## src/design/fopw_pkg.sv

```systemverilog
// ----------------------------------------------------------------------------
// fopw_pkg: shared types and constants for the four-level page walker
// Field widths, request/result codes, entry bit positions and the result
// record passed between the walker core and its output buffer.
// ----------------------------------------------------------------------------
package fopw_pkg;

  localparam int VA_W      = 48;
  localparam int PA_W      = 52;
  localparam int ENTRY_W   = 64;
  localparam int IDX_W     = 9;
  localparam int CFG_IDX_W = 1;
  localparam int CFG_DATA_W = PA_W;

  // Entry bits
  localparam int BIT_PRESENT = 0;
  localparam int BIT_PS      = 7;

  // Request commands
  localparam logic CMD_TRANSLATE = 1'b0;
  localparam logic CMD_RESPONSE  = 1'b1;

  // Configuration register indexes
  localparam logic [CFG_IDX_W-1:0] REG_ROOT_PADDR = 1'b0;
  localparam logic [CFG_IDX_W-1:0] REG_ROOT_VALID = 1'b1;

  // Walk levels
  localparam logic [1:0] LVL_PML4 = 2'd0;
  localparam logic [1:0] LVL_PDPT = 2'd1;
  localparam logic [1:0] LVL_PD   = 2'd2;
  localparam logic [1:0] LVL_PT   = 2'd3;

  typedef enum logic [1:0] {
    KIND_READ  = 2'd0,
    KIND_DONE  = 2'd1,
    KIND_FAULT = 2'd2
  } kind_t;

  typedef enum logic [1:0] {
    PAGE_4K = 2'd0,
    PAGE_2M = 2'd1,
    PAGE_1G = 2'd2
  } page_t;

  typedef enum logic [1:0] {
    FAULT_NO_ROOT     = 2'd0,
    FAULT_READ_FAILED = 2'd1,
    FAULT_NOT_PRESENT = 2'd2
  } fault_t;

  typedef struct packed {
    kind_t            kind;
    logic [PA_W-1:0]  read_addr;
    logic [PA_W-1:0]  phys_addr;
    page_t            size_class;
    fault_t           fault_code;
    logic [1:0]       fault_level;
  } result_t;

  // Table index of a virtual address at a walk level
  function automatic logic [IDX_W-1:0] table_index(input logic [VA_W-1:0] va,
                                                   input logic [1:0] level);
    logic [IDX_W-1:0] idx;
    unique case (level)
      LVL_PML4: idx = va[47:39];
      LVL_PDPT: idx = va[38:30];
      LVL_PD:   idx = va[29:21];
      default:  idx = va[20:12];
    endcase
    return idx;
  endfunction

endpackage

```

## src/design/fopw_req_if.sv

```systemverilog
// ----------------------------------------------------------------------------
// fopw_req_if: request channel of the page walker
// Carries translate requests and memory read responses.
// ----------------------------------------------------------------------------
interface fopw_req_if;
  logic                          valid;
  logic                          ready;
  logic                          command;
  logic [fopw_pkg::VA_W-1:0]     virt_addr;
  logic [fopw_pkg::ENTRY_W-1:0]  entry_data;
  logic                          read_ok;

  modport source (output valid, command, virt_addr, entry_data, read_ok, input ready);
  modport sink   (input valid, command, virt_addr, entry_data, read_ok, output ready);
endinterface

```

## src/design/fopw_res_if.sv

```systemverilog
// ----------------------------------------------------------------------------
// fopw_res_if: result channel of the page walker
// Carries memory read requests, finished translations and faults.
// ----------------------------------------------------------------------------
interface fopw_res_if;
  logic                       valid;
  logic                       ready;
  logic [1:0]                 kind;
  logic [fopw_pkg::PA_W-1:0]  read_addr;
  logic [fopw_pkg::PA_W-1:0]  phys_addr;
  logic [1:0]                 size_class;
  logic [1:0]                 fault_code;
  logic [1:0]                 fault_level;

  modport source (output valid, kind, read_addr, phys_addr, size_class, fault_code,
                  fault_level, input ready);
  modport sink   (input valid, kind, read_addr, phys_addr, size_class, fault_code,
                  fault_level, output ready);
endinterface

```

## src/design/fopw_core.sv

```systemverilog
// ----------------------------------------------------------------------------
// fopw_core: walk state and single-pass step logic
// Holds busy, level and saved address; turns one accepted request into at
// most one result in the same cycle.
// ----------------------------------------------------------------------------
module fopw_core (
  input  logic                          clk,
  input  logic                          rst,
  input  logic                          accept,
  input  logic                          command,
  input  logic [fopw_pkg::VA_W-1:0]     virt_addr,
  input  logic [fopw_pkg::ENTRY_W-1:0]  entry_data,
  input  logic                          read_ok,
  input  logic [fopw_pkg::PA_W-1:0]     root_paddr,
  input  logic                          root_valid,
  output logic                          res_valid,
  output fopw_pkg::result_t             res
);

  logic                       busy, busy_next;
  logic [1:0]                 walk_level, walk_level_next;
  logic [fopw_pkg::VA_W-1:0]  saved_vaddr, saved_vaddr_next;
  logic [1:0]                 level_up;
  logic [fopw_pkg::IDX_W-1:0] root_idx, next_idx;

  assign level_up = walk_level + 2'd1;
  assign root_idx = fopw_pkg::table_index(virt_addr, fopw_pkg::LVL_PML4);
  assign next_idx = fopw_pkg::table_index(saved_vaddr, level_up);

  always_comb begin
    busy_next        = busy;
    walk_level_next  = walk_level;
    saved_vaddr_next = saved_vaddr;
    res_valid        = 1'b0;
    res              = '0;
    if (accept) begin
      if (command == fopw_pkg::CMD_TRANSLATE) begin
        busy_next       = 1'b0;
        walk_level_next = fopw_pkg::LVL_PML4;
        res_valid       = 1'b1;
        if (!root_valid) begin
          res.kind        = fopw_pkg::KIND_FAULT;
          res.fault_code  = fopw_pkg::FAULT_NO_ROOT;
          res.fault_level = fopw_pkg::LVL_PML4;
        end else begin
          busy_next        = 1'b1;
          saved_vaddr_next = virt_addr;
          res.kind         = fopw_pkg::KIND_READ;
          res.read_addr    = root_paddr + fopw_pkg::PA_W'({root_idx, 3'b000});
        end
      end else if (busy) begin
        res_valid       = 1'b1;
        busy_next       = 1'b0;
        walk_level_next = fopw_pkg::LVL_PML4;
        priority if (!read_ok) begin
          res.kind        = fopw_pkg::KIND_FAULT;
          res.fault_code  = fopw_pkg::FAULT_READ_FAILED;
          res.fault_level = walk_level;
        end else if (!entry_data[fopw_pkg::BIT_PRESENT]) begin
          res.kind        = fopw_pkg::KIND_FAULT;
          res.fault_code  = fopw_pkg::FAULT_NOT_PRESENT;
          res.fault_level = walk_level;
        end else if (walk_level == fopw_pkg::LVL_PDPT && entry_data[fopw_pkg::BIT_PS]) begin
          res.kind       = fopw_pkg::KIND_DONE;
          res.size_class = fopw_pkg::PAGE_1G;
          res.phys_addr  = {entry_data[51:30], saved_vaddr[29:0]};
        end else if (walk_level == fopw_pkg::LVL_PD && entry_data[fopw_pkg::BIT_PS]) begin
          res.kind       = fopw_pkg::KIND_DONE;
          res.size_class = fopw_pkg::PAGE_2M;
          res.phys_addr  = {entry_data[51:21], saved_vaddr[20:0]};
        end else if (walk_level == fopw_pkg::LVL_PT) begin
          res.kind       = fopw_pkg::KIND_DONE;
          res.size_class = fopw_pkg::PAGE_4K;
          res.phys_addr  = {entry_data[51:12], saved_vaddr[11:0]};
        end else begin
          // frame is 4 KiB aligned, so frame + index*8 is a plain concatenation
          busy_next       = 1'b1;
          walk_level_next = level_up;
          res.kind        = fopw_pkg::KIND_READ;
          res.read_addr   = {entry_data[51:12], next_idx, 3'b000};
        end
      end
    end
  end

  always_ff @(posedge clk) begin
    if (rst) begin
      busy        <= 1'b0;
      walk_level  <= fopw_pkg::LVL_PML4;
      saved_vaddr <= '0;
    end else begin
      busy        <= busy_next;
      walk_level  <= walk_level_next;
      saved_vaddr <= saved_vaddr_next;
    end
  end

  a_read_keeps_walk: assert property (@(posedge clk) disable iff (rst)
    res_valid && res.kind == fopw_pkg::KIND_READ |=> busy)
    else $error("read request issued but walk not active");

  a_end_stops_walk: assert property (@(posedge clk) disable iff (rst)
    res_valid && (res.kind == fopw_pkg::KIND_DONE || res.kind == fopw_pkg::KIND_FAULT)
    |=> !busy)
    else $error("walk still active after done or fault");

  a_idle_response_silent: assert property (@(posedge clk) disable iff (rst)
    accept && command == fopw_pkg::CMD_RESPONSE && !busy |-> !res_valid)
    else $error("response while idle produced a result");

endmodule

```

## src/design/fopw_skid.sv

```systemverilog
// ----------------------------------------------------------------------------
// fopw_skid: two-entry result buffer
// Output register plus one skid stage; space is a registered flag.
// ----------------------------------------------------------------------------
module fopw_skid (
  input  logic               clk,
  input  logic               rst,
  input  logic               push,
  input  fopw_pkg::result_t  push_data,
  output logic               space,
  output logic               out_valid,
  input  logic               out_ready,
  output fopw_pkg::result_t  out_data
);

  logic              skid_valid;
  fopw_pkg::result_t skid_data;
  logic              out_fire;

  assign out_fire = out_valid && out_ready;
  assign space    = !skid_valid;

  always_ff @(posedge clk) begin
    if (rst) begin
      out_valid  <= 1'b0;
      skid_valid <= 1'b0;
    end else if (skid_valid) begin
      if (out_fire) begin
        skid_valid <= 1'b0;
      end
    end else if (push) begin
      if (out_valid && !out_ready) begin
        skid_valid <= 1'b1;
      end else begin
        out_valid <= 1'b1;
      end
    end else if (out_fire) begin
      out_valid <= 1'b0;
    end
  end

  always_ff @(posedge clk) begin
    if (skid_valid) begin
      if (out_fire) begin
        out_data <= skid_data;
      end
    end else if (push) begin
      if (out_valid && !out_ready) begin
        skid_data <= push_data;
      end else begin
        out_data <= push_data;
      end
    end
  end

  a_skid_behind_out: assert property (@(posedge clk) disable iff (rst)
    skid_valid |-> out_valid)
    else $error("skid stage full while output register empty");

  a_skid_fill_on_stall: assert property (@(posedge clk) disable iff (rst)
    $rose(skid_valid) |-> $past(out_valid && !out_ready && push))
    else $error("skid stage filled without a stalled output");

  a_no_push_when_full: assert property (@(posedge clk) disable iff (rst)
    push |-> !skid_valid)
    else $error("result pushed into a full buffer");

endmodule

```

## src/design/four_level_page_walker.sv

```systemverilog
// ----------------------------------------------------------------------------
// four_level_page_walker: x86-64 four-level page table walker
// Translates 48-bit virtual addresses by asking for page table entries one
// level at a time and reporting the final physical address or a fault.
// ----------------------------------------------------------------------------
// Usage: send a translate request (command 0) with the virtual address; the
// walker answers with a read request for the top-level entry at root + idx*8.
// Feed each memory response back as command 1 with the entry and read_ok.
// The walker answers every response with either the next read request, a
// done result (4 KiB, 2 MiB or 1 GiB page), or a fault (no root, read failed,
// entry not present) with the level it happened at. A new translate request
// drops any walk in progress; a response while idle is dropped silently.
// Rate: one request per cycle unless stalled. Each is handled in one pass of
// logic (one 52-bit add for the root lookup, otherwise bit selects); its
// result goes to the output register, or to the skid stage if that stalls.
// Requests stall only when both hold unaccepted results. The user must
// write configuration (root address, root valid) through cfg_we/cfg_idx/
// cfg_data only while the walker is idle; the block does not enforce it.
// ----------------------------------------------------------------------------
module four_level_page_walker (
  input  logic                                 clk,
  input  logic                                 rst,
  fopw_req_if.sink                             req,
  fopw_res_if.source                           res,
  input  logic                                 cfg_we,
  input  logic [fopw_pkg::CFG_IDX_W-1:0]       cfg_idx,
  input  logic [fopw_pkg::CFG_DATA_W-1:0]      cfg_data
);

  // Configuration registers
  logic [fopw_pkg::PA_W-1:0] root_paddr;
  logic                      root_valid;

  // Request handshake and step result
  logic              req_fire;
  logic              space;
  logic              step_valid;
  fopw_pkg::result_t step_res;
  fopw_pkg::result_t out_data;

  always_ff @(posedge clk) begin
    if (rst) begin
      root_paddr <= '0;
      root_valid <= 1'b0;
    end else if (cfg_we) begin
      unique case (cfg_idx)
        fopw_pkg::REG_ROOT_PADDR: root_paddr <= cfg_data;
        fopw_pkg::REG_ROOT_VALID: root_valid <= cfg_data[0];
        default: ;
      endcase
    end
  end

  // Ready depends only on the skid stage, never on the result side's ready.
  assign req.ready = space;
  assign req_fire  = req.valid && space;

  fopw_core u_core (
    .clk        (clk),
    .rst        (rst),
    .accept     (req_fire),
    .command    (req.command),
    .virt_addr  (req.virt_addr),
    .entry_data (req.entry_data),
    .read_ok    (req.read_ok),
    .root_paddr (root_paddr),
    .root_valid (root_valid),
    .res_valid  (step_valid),
    .res        (step_res)
  );

  fopw_skid u_skid (
    .clk       (clk),
    .rst       (rst),
    .push      (step_valid),
    .push_data (step_res),
    .space     (space),
    .out_valid (res.valid),
    .out_ready (res.ready),
    .out_data  (out_data)
  );

  assign res.kind        = out_data.kind;
  assign res.read_addr   = out_data.read_addr;
  assign res.phys_addr   = out_data.phys_addr;
  assign res.size_class  = out_data.size_class;
  assign res.fault_code  = out_data.fault_code;
  assign res.fault_level = out_data.fault_level;

endmodule
```

## src/flat_wrapper.sv

```systemverilog
// flat-port wrapper written by rule: the top's interface ports become plain ports
module four_level_page_walker_flat 
  (clk, rst, cfg_we, cfg_idx, cfg_data, req_valid, req_command, req_virt_addr, req_entry_data, req_read_ok, req_ready, res_valid, res_kind, res_read_addr, res_phys_addr, res_size_class, res_fault_code, res_fault_level, res_ready);
  fopw_req_if req_i ();
  fopw_res_if res_i ();
  input  logic clk;
  input  logic rst;
  input  logic cfg_we;
  input  logic [fopw_pkg::CFG_IDX_W-1:0] cfg_idx;
  input  logic [fopw_pkg::CFG_DATA_W-1:0] cfg_data;
  input wire logic [$bits(req_i.valid)-1:0] req_valid;
  input wire logic [$bits(req_i.command)-1:0] req_command;
  input wire logic [$bits(req_i.virt_addr)-1:0] req_virt_addr;
  input wire logic [$bits(req_i.entry_data)-1:0] req_entry_data;
  input wire logic [$bits(req_i.read_ok)-1:0] req_read_ok;
  output wire logic [$bits(req_i.ready)-1:0] req_ready;
  output wire logic [$bits(res_i.valid)-1:0] res_valid;
  output wire logic [$bits(res_i.kind)-1:0] res_kind;
  output wire logic [$bits(res_i.read_addr)-1:0] res_read_addr;
  output wire logic [$bits(res_i.phys_addr)-1:0] res_phys_addr;
  output wire logic [$bits(res_i.size_class)-1:0] res_size_class;
  output wire logic [$bits(res_i.fault_code)-1:0] res_fault_code;
  output wire logic [$bits(res_i.fault_level)-1:0] res_fault_level;
  input wire logic [$bits(res_i.ready)-1:0] res_ready;
  assign req_i.valid = req_valid;
  assign req_i.command = req_command;
  assign req_i.virt_addr = req_virt_addr;
  assign req_i.entry_data = req_entry_data;
  assign req_i.read_ok = req_read_ok;
  assign req_ready = req_i.ready;
  assign res_valid = res_i.valid;
  assign res_kind = res_i.kind;
  assign res_read_addr = res_i.read_addr;
  assign res_phys_addr = res_i.phys_addr;
  assign res_size_class = res_i.size_class;
  assign res_fault_code = res_i.fault_code;
  assign res_fault_level = res_i.fault_level;
  assign res_i.ready = res_ready;
  four_level_page_walker u_core (.clk(clk), .rst(rst), .req(req_i), .res(res_i), .cfg_we(cfg_we), .cfg_idx(cfg_idx), .cfg_data(cfg_data));
endmodule
```

## config.mk

```make
export PLATFORM = sky130hd
export DESIGN_NAME = four_level_page_walker_flat
export DESIGN_NICKNAME = d
export VERILOG_FILES = /design/src/design/fopw_pkg.sv /design/src/design/fopw_req_if.sv /design/src/design/fopw_res_if.sv /design/src/design/fopw_core.sv /design/src/design/fopw_skid.sv /design/src/design/four_level_page_walker.sv /design/src/flat_wrapper.sv
export SDC_FILE = /design/constraint.sdc
export NUM_CORES = 1
export LEC_CHECK = 0
export BUFFER_PORTS_ARGS = -buffer_cell sky130_fd_sc_hd__buf_2
export CAP_MARGIN = 10
export CELL_PAD_IN_SITES_DETAIL_PLACEMENT = 0
export CELL_PAD_IN_SITES_GLOBAL_PLACEMENT = 1
export CORE_UTILIZATION = 44
export DETAILED_ROUTE_END_ITERATION = 10
export HOLD_SLACK_MARGIN = 0.02
export PLACE_DENSITY = 0.8
export SYNTH_ARGS = -nofsm -noshare
export SYNTH_HDL_FRONTEND = slang
export SYNTH_HIERARCHICAL = 1
export SYNTH_SLANG_ARGS = --single-unit
export TNS_END_PERCENT = 100
```

## constraint.sdc

```tcl
create_clock -name clk -period 10.4 [get_ports clk]
set_clock_uncertainty 0.2 [all_clocks]
set_input_delay 1.56 -clock clk [delete_from_list [all_inputs] [get_ports clk]]
set_output_delay 1.56 -clock clk [all_outputs]
set_load 0.03 [all_outputs]
```

==> run_results.csv <==
group,metric,value,unit
placed_design,pre_cts_slack,5380,ps
clocking,clockRootBuffer,"clkbuf_16",
synthesis,synth_async_sr_flop_share,0,
cells_and_area,fin_nets,1712,
route,post-route-drc-count,0,
route,num_vias,10732,
worst_setup_path,critical_path_required,10470,ps
timing,setup_tns,0,ps
clocking,ctsResizeCount,0,
route,routed_wl,38.9,mm
synthesis,ys_ff_latch,330,
timing,worst_slack,5890,ps
grt,antenna_found_initial,2,
worst_setup_path,end_kind,"flip-flop",
power_and_ir_drop,peakVddDrop,0.000158,V
cells_and_area,n_fill_cell,3107,
timing,fin_crit_sh,0.434,
clocking,clk_pin_slew_worst_paths,60,ps
die,die_height,189,µm
route,first_iter_violations,665,
route,dr.pass1.iters,5,
die,die_w,189,µm
die,core,34500,µm²
worst_setup_path,arrival,4580,ps
worst_setup_path,critical_path.max_fanout,57,
synthesis,syn_nets,1488,
timing,slew_viol_final,0,
clocking,cts_inserted_buffers,35,
power_and_ir_drop,power.leakage,6.73,nW
route,wl_per_cell,19.4,µm
synthesis,yosysSeqAreaShare,0.574,
timing,worstMarginPinSlew,1180,ps
synthesis,syn_inst,1300,
run_status,status,"completed",
timing,setup-violations-final,0,
worst_setup_path,cp-start-kind,"flip-flop",
synthesis,syn_area,15400,µm²
timing,relSlewSlack,0.206,
clocking,clock_latency,520,ps
placed_design,place_area,17000,µm²
clocking,cts_setup_buffers,0,
hold_path,min_path_type,"flip-flop to flip-flop",
grt,gr-total-overflow,0,
timing,finalHoldViolations,0,
grt,grt_use_total,0.213,
synthesis,synthFlopType,"edfxtp_1",
clocking,cts_sinks,330,
synthesis,avgSynthCellArea,11.9,µm²
cells_and_area,drive_gt1_frac,0.314,
die,die_area,35800,µm²
route,vias_per_cell,5.35,
synthesis,yosysWarnings,6,
power_and_ir_drop,power.density,167,nW/µm²
grt,grt_pass1_vias,10211,
die,ios,286,
route,antenna_left,0,
synthesis,synth_edf_count,224,
placed_design,place.gp.congestion,0.840,
cells_and_area,area_delta_synth_final,18.4,%
clocking,clk_path_buf_depth,3,
grt,grt_max_degree,87,
synthesis,synth_area_leaders,"edfxtp_1 44%, dfxtp_1 14%, mux2_2 6.2%",
synthesis,yosysTopAreaCell,"edfxtp_1",
grt,grt_pass1_wl,58.5,mm
clocking,cts_tree,"built",
die,floorplan.initialDensity,0.446,
placed_design,hpwl,27.2,mm
clocking,holdBufCountCts,0,
worst_setup_path,worstSetupPathType,"flip-flop to flip-flop",
timing,fmax,222,MHz
cells_and_area,final_cell_area,18300,µm²
clocking,h-tree-depth,2,
timing,period_needed,4510,ps
synthesis,synth.distinct_cells,64,
placed_design,port_buffers,263,
timing,rsz0062_at_grt,"no",
die,num_rows,68,
synthesis,synth_top_area_frac,0.436,
run,maxCapViolCount,0,
## critical path, stage by stage (launching register included)
cell	delay, ps
dfxtp_4	900
inv_1	250
and2_1	320
nand3_1	230
nor2_1	110
o21ai_1	640
inv_1	870
and2_1	440
mux2_2	270
## cell usage after synthesis, drive strengths merged, types with 2 or more instances
library cell,number
nand2,196
edfxtp,224
dfxtp,106
a211oi,3
a21oi,89
and2,46
nor4,5
and3,6
a222oi,9
o32ai,3
o22ai,5
nand4bb,52
nand2b,56
o21a,3
o211ai,8
o2111ai,15
inv,15
nor2b,3
ha,15
a22oi,3
nand4,11
xnor2,11
nand3,18
or3,3
o21ai,102
nor3,8
mux2i,3
a21o,4
nor2,31
a2111oi,5
buf,34
clkbuf,53
or4,2
xor2,30
mux2,112
## layer usage
layer	global-route usage	up-vias	wire, µm
met4	0.0527	0	683
met3	0.0285	50	2090
met2	0.324	312	17200
met1	0.320	5167	18900
met5	0	-	0
li1	-	5203	-
## through the flow
step	hold slack [ps]	cells	total power, mW	utilization
after global routing	270	2006	3.14	0.528
after floorplan	232	1300	1.62	-
after global placement	238	1942	1.69	0.491
after detailed placement	243	1942	1.70	0.491
after CTS	252	2005	3.08	0.528
final	248	2007	3.05	0.528
## cells in the final DEF, fill, tap and decap left out, types with 45 or more instances in the layout
master	instances
nand4bb_1	52
o21ai_0	45
edfxtp_1	224
dfxtp_1	105
mux2_2	85
a21oi_1	88
nand2_1	196
nand2b_1	56
and2_1	46
buf_2	262
## cell type report
class                   count  area (µm²)  share of cell area
flip-flops and latches    330        8850               0.485
multi-input cells         868        6080               0.333
repair buffers            274        1400              0.0768
clock buffers              45         976              0.0535
well taps                 455         569              0.0312
clock inverters            18         314              0.0172
inverters                  15        56.3             0.00308
diodes                      2        5.00            0.000274
## power by group
group / internal, mW / total (mW) / switching (mW)
Combinational: 0.0770 / 0.211 / 0.134
Clock: 0.867 / 1.38 / 0.512
Sequential: 1.43 / 1.46 / 0.0247
Total: 2.38 / 3.05 / 0.670
## final timing paths
kind,depth (start not counted),start,slack [ps],endpoint
worst max-delay path,8,u_core/u_skid/skid_valid,5890,u_core/u_skid/out_data[55]
worst min-delay path,2,u_core/u_core/saved_vaddr[3],250,u_core/u_core/saved_vaddr[3]
worst max register to register,8,u_core/u_skid/skid_valid,5890,u_core/u_skid/out_data[55]
worst min register to register,2,u_core/u_core/saved_vaddr[3],250,u_core/u_core/saved_vaddr[3]
## cells by family after synthesis
| kind of cell | after synthesis | share of synthesized area |
|---|---|---|
| fa+ha+maj | 16 | 0.0135 |
| flops | 330 | 0.574 |
| simple gates | 440 | 0.160 |
| xor+xnor | 41 | 0.0233 |
| compound gates | 256 | 0.105 |
| mux | 115 | 0.0903 |
| buf+inv | 102 | 0.0342 |
## registers in the layout, summed over array words and instances, names as in the netlist
name and cells:
u_core/root_paddr 52, u_core/root_valid 1, u_core/u_core/busy 1, u_core/u_core/saved_vaddr 48, u_core/u_core/walk_level 2, u_core/u_skid/out_data 112, u_core/u_skid/out_valid 1, u_core/u_skid/skid_data 112
u_core/u_skid/skid_valid 1
Power figures use the tool's default switching activity.
